## config.mk

```make
export PLATFORM = sky130hd
export DESIGN_NAME = kmm_ctrl
export DESIGN_NICKNAME = d
export VERILOG_FILES = /design/src/rtl/kmm_pkg.sv /design/src/rtl/kmm_ctrl.sv
export SDC_FILE = /design/constraint.sdc
export NUM_CORES = 1
export LEC_CHECK = 0
export BUFFER_PORTS_ARGS = -buffer_cell sky130_fd_sc_hd__buf_2
export CORE_AREA = 2 2 39 41
export DETAILED_ROUTE_END_ITERATION = 8
export DIE_AREA = 0 0 41 43
export GPL_TIMING_DRIVEN = 0
export MAX_ROUTING_LAYER = met4
export PLACE_DENSITY_LB_ADDON = 0.2
export REMOVE_ABC_BUFFERS = 1
export SYNTH_ARGS = -nofsm -noshare
export SYNTH_HDL_FRONTEND = slang
export SYNTH_SLANG_ARGS = --single-unit
```

## constraint.sdc

```tcl
create_clock -name clock -period 1.4 [get_ports clock]
set_clock_uncertainty 0.05 [all_clocks]
set_input_delay 0.14 -clock clock [delete_from_list [all_inputs] [get_ports clock]]
set_output_delay 0.14 -clock clock [all_outputs]
set_load 0.01 [all_outputs]
```

## src/rtl/kmm_pkg.sv

```systemverilog
`default_nettype none
// ----------------------------------------------------------------------------
// Keyed min/max table package
// Shared constants, request and status codes, and the control and status
// bundles that pass between the controller and the datapath.
// ----------------------------------------------------------------------------
package kmm_pkg;

   // Default number of table slots.
   localparam int ENTRIES_DEFAULT = 32;

   // Width of the key and value fields.
   localparam int DATA_W = 64;

   // Request codes.
   localparam logic [1:0] REQ_ADD     = 2'd0;
   localparam logic [1:0] REQ_MARKER  = 2'd1;
   localparam logic [1:0] REQ_EXTRACT = 2'd2;
   localparam logic [1:0] REQ_CLEAR   = 2'd3;

   // Result status codes.
   localparam logic [3:0] ST_INSERTED  = 4'd0;
   localparam logic [3:0] ST_UPDATED   = 4'd1;
   localparam logic [3:0] ST_UNCHANGED = 4'd2;
   localparam logic [3:0] ST_FULL      = 4'd3;
   localparam logic [3:0] ST_NULLKEY   = 4'd4;
   localparam logic [3:0] ST_ENTRY     = 4'd5;
   localparam logic [3:0] ST_NULLGROUP = 4'd6;
   localparam logic [3:0] ST_EMPTY     = 4'd7;
   localparam logic [3:0] ST_CLEARED   = 4'd8;

   // Commands from the controller to the datapath.
   typedef struct packed {
      logic       capture;     // latch key and value of an add
      logic       set_seen;    // mark the group non-null
      logic       clear;       // empty the table and the group flag
      logic       reply;       // send a one-item result with reply_code
      logic [3:0] reply_code;
      logic       lookup;      // compare the latched key against all filled slots
      logic       resolve;     // decide, write back and reply for an add
      logic       ext_start;   // rewind the extract pointer
      logic       ext_issue;   // read one slot for extract
   } kmm_cmd_type;

   // Status from the datapath to the controller.
   typedef struct packed {
      logic group_seen;
      logic table_empty;
      logic ext_final;         // extract pointer is on the last filled slot
   } kmm_stat_type;

endpackage
`default_nettype wire

```

## src/rtl/kmm_ctrl.sv

```systemverilog
`default_nettype none
// ----------------------------------------------------------------------------
// Keyed min/max table controller
// Sequences each request and drives the datapath through command bits.
// ----------------------------------------------------------------------------
module kmm_ctrl (
   input  wire logic                 clock,
   input  wire logic                 reset,
   input  wire logic                 start,
   input  wire logic [1:0]           req_type,
   input  wire logic                 req_key_is_null,
   input  wire kmm_pkg::kmm_stat_type stat,
   output logic                      busy,
   output kmm_pkg::kmm_cmd_type      cmd
);
   import kmm_pkg::*;

   localparam logic [2:0] S_IDLE    = 3'd0;
   localparam logic [2:0] S_LOOKUP  = 3'd1;
   localparam logic [2:0] S_RESOLVE = 3'd2;
   localparam logic [2:0] S_EXTRACT = 3'd3;
   localparam logic [2:0] S_DRAIN   = 3'd4;

   logic [2:0] state_ff;
   logic [2:0] state_in;
   logic       accept;

   assign busy   = (state_ff != S_IDLE);
   assign accept = start && !busy;

   always_comb begin
      state_in = state_ff;
      cmd      = '0;
      case (state_ff)
         S_IDLE: begin
            if (accept) begin
               case (req_type)
                  REQ_ADD: begin
                     cmd.set_seen = 1'b1;
                     if (req_key_is_null) begin
                        cmd.reply      = 1'b1;
                        cmd.reply_code = ST_NULLKEY;
                     end else begin
                        cmd.capture = 1'b1;
                        state_in    = S_LOOKUP;
                     end
                  end
                  REQ_MARKER: begin
                     cmd.set_seen   = 1'b1;
                     cmd.reply      = 1'b1;
                     cmd.reply_code = ST_UNCHANGED;
                  end
                  REQ_EXTRACT: begin
                     if (!stat.group_seen) begin
                        cmd.reply      = 1'b1;
                        cmd.reply_code = ST_NULLGROUP;
                     end else if (stat.table_empty) begin
                        cmd.reply      = 1'b1;
                        cmd.reply_code = ST_EMPTY;
                     end else begin
                        cmd.ext_start = 1'b1;
                        state_in      = S_EXTRACT;
                     end
                  end
                  default: begin
                     cmd.clear      = 1'b1;
                     cmd.reply      = 1'b1;
                     cmd.reply_code = ST_CLEARED;
                  end
               endcase
            end
         end
         S_LOOKUP: begin
            cmd.lookup = 1'b1;
            state_in   = S_RESOLVE;
         end
         S_RESOLVE: begin
            cmd.resolve = 1'b1;
            state_in    = S_IDLE;
         end
         S_EXTRACT: begin
            cmd.ext_issue = 1'b1;
            if (stat.ext_final) begin
               state_in = S_DRAIN;
            end
         end
         S_DRAIN: begin
            state_in = S_IDLE;
         end
         default: begin
            state_in = S_IDLE;
         end
      endcase
   end

   always_ff @(posedge clock) begin
      if (reset) begin
         state_ff <= S_IDLE;
      end else begin
         state_ff <= state_in;
      end
   end

endmodule
`default_nettype wire

```

; After elaboration in Yosys (flattened, before gate mapping)
; Index checks and enable logic that the tools add are counted.
[word_totals]
regBits = 3
elab_cells = 45
inputBits = 9
output_inout_bits = 13
[classes]
n_eq_ne = 11
n_mux = 25
n_reduce_logical = 8
[op_table]
columns = op, n
row1 = $mux 8, 2
row2 = $mux 3, 5
row3 = $mux 5, 3
row4 = $pmux 5 s3, 1
row5 = $mux 1, 12
row6 = $ne 3x3->1 const B, 3
row7 = $pmux 3 s3, 1
row8 = $eq 3x2->1 const B, 2
row9 = $pmux 3 s2, 1
row10 = $reduce_and 6->1, 1
row11 = $ne 2x2->1 const B, 2
row12 = $eq 3x1->1 const B, 1
row13 = $logic_not 3->1, 1
row14 = $ne 3x1->1 const B, 1
row15 = $reduce_bool 3->1, 1
row16 = $reduce_or 3->1, 1
row17 = $eq 2x1->1 const B, 1
row18 = $eq 2x2->1 const B, 1
row19 = $logic_not 2->1, 1
row20 = $reduce_or 2->1, 1
row21 = $logic_and 1x1->1, 1
row22 = $logic_not 1->1, 1

; Logic depth before layout (Yosys ltp)
[depth]
depth_word = 5
depth_mapped = 4
ltp_nobuf = 3

; Least setup slack after synthesis
; Ideal clock, no wire load.
[synth_timing]
kind = register to output
start = register state_ff[2]
end = output cmd[6] in the netlist's numbering
required_ps = 1210
setup_slack_ps = 26
arrival_ps = 1184
path_stages_with_launch = 4
n_path_buf = 0
path_cell_list = dfxtp_1 > nor3_4 > nand2_2 > nor4_1
[synth_lines]
columns = element, line_no
row1 = start: declaration, kmm_ctrl.sv:24  ; logic [2:0] state_ff;
row2 = start signal: assignment, kmm_ctrl.sv:100  ; state_ff <= state_in;
row3 = end: declaration, kmm_ctrl.sv:14  ; output kmm_pkg::kmm_cmd_type cmd

==> flow_summary.yaml <==
logic_synthesis:
  yosysTopAreaCellShare: 0.1975
  syn-instance-count: 39
  ys_warn_count: 0
  avgSynthCellArea_um2: 7.796
  synth_area_leaders: "dfxtp_1, nor2_1, nor3b_1"
  synth_xor_area_frac: 0
  synth-simple-area-share: 0.5309
  synthAdderAreaFrac: 0
  seq_area_frac_synth: 0.1975
  synth_top_cell_by_area: "dfxtp_1"
  yosysUniqueCellTypes: 24
  synth_top_family_by_area: "simple AND/OR/NAND/NOR gates"
  synthesis.area_um2: 304.0
  ys_ff_latch: 3
  synth_mux_area_frac: 0
  synth_compound_area_frac: 0.2099
grt:
  grt_pass1_vias: 320
  use_met1: 0.1161
  grt_max_degree: 10
  grt_pass1_wl_um: 1214
  grt_usage: 0.1081
  grt_util_met2: 0.1594
  grt_overflow: 0
  grt_busiest_layer: "met2"
  grt_use_met3: 0.04712
  antenna_found_initial: 0
power_and_ir_drop:
  power_frac_seq: 0.248
  comb_power_share: 0.317
  leakagePower_nw: 0.2636
  p_int_mw: 0.2483
  power_mw: 0.3522
  p_per_area_mw_per_mm2: 648.6
  p_switching_mw: 0.1039
  vdd_ir_drop_max_mv: 0.5123
  clockPowerShare: 0.434
  swShare: 0.2951
clock_network:
  clkSlewWorstSetupHoldPaths_ps: 40
  clock_sinks: 3
  cts_tree: "built"
  cts_root_buffer: "clkbuf_4"
  clockBufferDepth: 2
  worstSkewPairLatency_ps: 230
  cts_hold_buf: 0
  numCtsBuffers: 3
  htreeDepth: 1
timing:
  rsz0062_at_grt: "yes"
  fmax_ghz: 0.6934
  finalHoldViolCount: 0
  relSlewSlack: 0.8204
  fin_crit_sh: 1.030
  fin_crit_ps: 1442
  maxSlewViolCount: 0
  whs_ps: 90.68
  fin_ws_ps: -42.08
  worstMarginPinSlew_ps: 268.4
  setup_viol: 7
die:
  die_area_mm2: 0.001763
  start_util: 0.2197
  die_y_um: 43
  num_rows: 14
  ios: 22
  core_area_mm2: 0.001384
  die_w_um: 41
worst_setup_path:
  path_cells: "nor3_4 > nand2_4 > buf_6 > nor2_2 > buf_2"
  slowest_stage: "dfxtp_4"
  worst_ep_arrival_time_ps: 1250
  required_ps: 1210
  worst_setup_path_end_kind: "output port"
  slowest_delay_ps: 340
  worst-setup-path-type: "reg2out"
  startpoint_type: "flip-flop"
  critPathMaxFanout: 8
  crit_family: "simple AND/OR/NAND/NOR gates"
  path_buf_inv: 2
routing:
  drt-pass1-iter-count: 2
  drt_iter0_drc: 3
  wl_per_cell_um: 10.07
  detail-route-antenna-nets: 0
  viasPerCell: 4.561
  wl_um: 826
  drc: 0
  vias: 374
finish:
  largest_register_ffs: 3
  drive_gt1_frac: 0.6364
  diodes: 0
  final_cells: 82
  area_growth_pct: 78.60
  final_nets: 76
  n_fill_cell: 159
  largest-register: "state_ff"
  reg.largest.list: "state_ff x3"
placed_design:
  dp.final_hpwl_um: 570.8
  io_buffer_count: 21
  dp_worst_setup_slack_ps: -10.50
  place_inst: 74
  gp_congestion: 0.6177
run_status:
  status: "complete, but fails checks"
  violations: "negative setup slack"
flow_run:
  drv_cap: 0
min_path:
  hp-class: "in2reg"
[cell type report]
cell class,instances,area [um^2],area share
well taps,16,20.02,0.03687
multi-input cells,32,266.5,0.4908
clock buffers,4,26.28,0.04839
inverters,2,7.507,0.01382
flip-flops and latches,3,65.06,0.1198
repair buffers,25,157.7,0.2903
[routing by layer]
metal  part of all wire  wire length [um]  vias up
li1                   -                 -      194
met1               0.43               356      160
met2               0.44               360       18
met3               0.12               102        2
met4             0.0073                 6        0
met5                  0                 0        -
[worst paths after layout]
path                              endpoint                startpoint  slack [ps]  cells past startpoint
hold reg to reg   state_ff[1]$_SDFFE_PP0P_  state_ff[2]$_SDFFE_PP0P_         490                      1
setup / recovery                    cmd[7]  state_ff[0]$_SDFFE_PP0P_         -40                      5
hold / removal    state_ff[1]$_SDFFE_PP0P_                     reset          90                      2
setup reg to reg  state_ff[0]$_SDFFE_PP0P_  state_ff[0]$_SDFFE_PP0P_         150                      4
[Yosys cell counts]
library cell  count
nor2_1            6
dfxtp_1           3
nor3b_1           3
inv_1             2
nand2_1           2
nand2b_1          2
nor2b_1           2
nor3_1            2
nor4_1            2
a2111oi_2         1
a21oi_1           1
and2b_1           1
and3b_2           1
buf_4             1
clkbuf_1          1
nand2_2           1
nand3b_1          1
nor3_4            1
o21ai_2           1
o21ba_2           1
o2bb2ai_1         1
o41ai_2           1
or2b_1            1
or3_1             1
[power groups by stage]
stage | sequential, mW | combinational, mW | clock, mW
floorplan | 0.0903 | 0.0433 | 0
global placement | 0.0908 | 0.0804 | 0
detailed placement | 0.0907 | 0.0804 | 0
CTS | 0.0874 | 0.0982 | 0.163
global route | 0.0874 | 0.123 | 0.176
finish | 0.0874 | 0.112 | 0.153
[repair_timing]
action | 4_1_cts | 5_1_grt
endpoints found under the setup margin | 9 | 9
endpoints found under the hold margin | 0 | 0
buffers inserted | 3 | 1
resized for setup | 8 | 8
pin swaps | 5 | 1
[logic make-up (layout without fill, tap and decap cells)]
| family | Yosys count | after routing |
|---|---|---|
| AO/OA/AOI/OAI | 6 | 6 |
| buffers and inverters | 4 | 31 |
| flip-flops | 3 | 3 |
| AND/OR/NAND/NOR | 26 | 26 |
[metrics by stage]
| step | setup TNS (ps) | cell area (um^2) | utilization |
|---|---|---|---|
| after floorplan | 0 | 292.8 | - |
| after global placement | -22.59 | 417.9 | 0.3020 |
| after detailed placement | -10.50 | 417.9 | 0.3020 |
| after CTS | -391.4 | 499.2 | 0.3608 |
| after global routing | -920.4 | 543.0 | 0.3924 |
| final | -204.7 | 543.0 | 0.3924 |
[placed cells by master, fill, tap and decap left out, drive strengths merged, types with 2 or more instances in the layout]
| cell | instances |
|---|---|
| buf | 25 |
| nor2 | 6 |
| clkbuf | 4 |
| nor3b | 3 |
| nand2 | 3 |
| nor3 | 3 |
| dfxtp | 3 |
| inv | 2 |
| nor4 | 2 |
| nand2b | 2 |
| nor2b | 2 |
No activity file was read; power rests on OpenSTA's default activity.
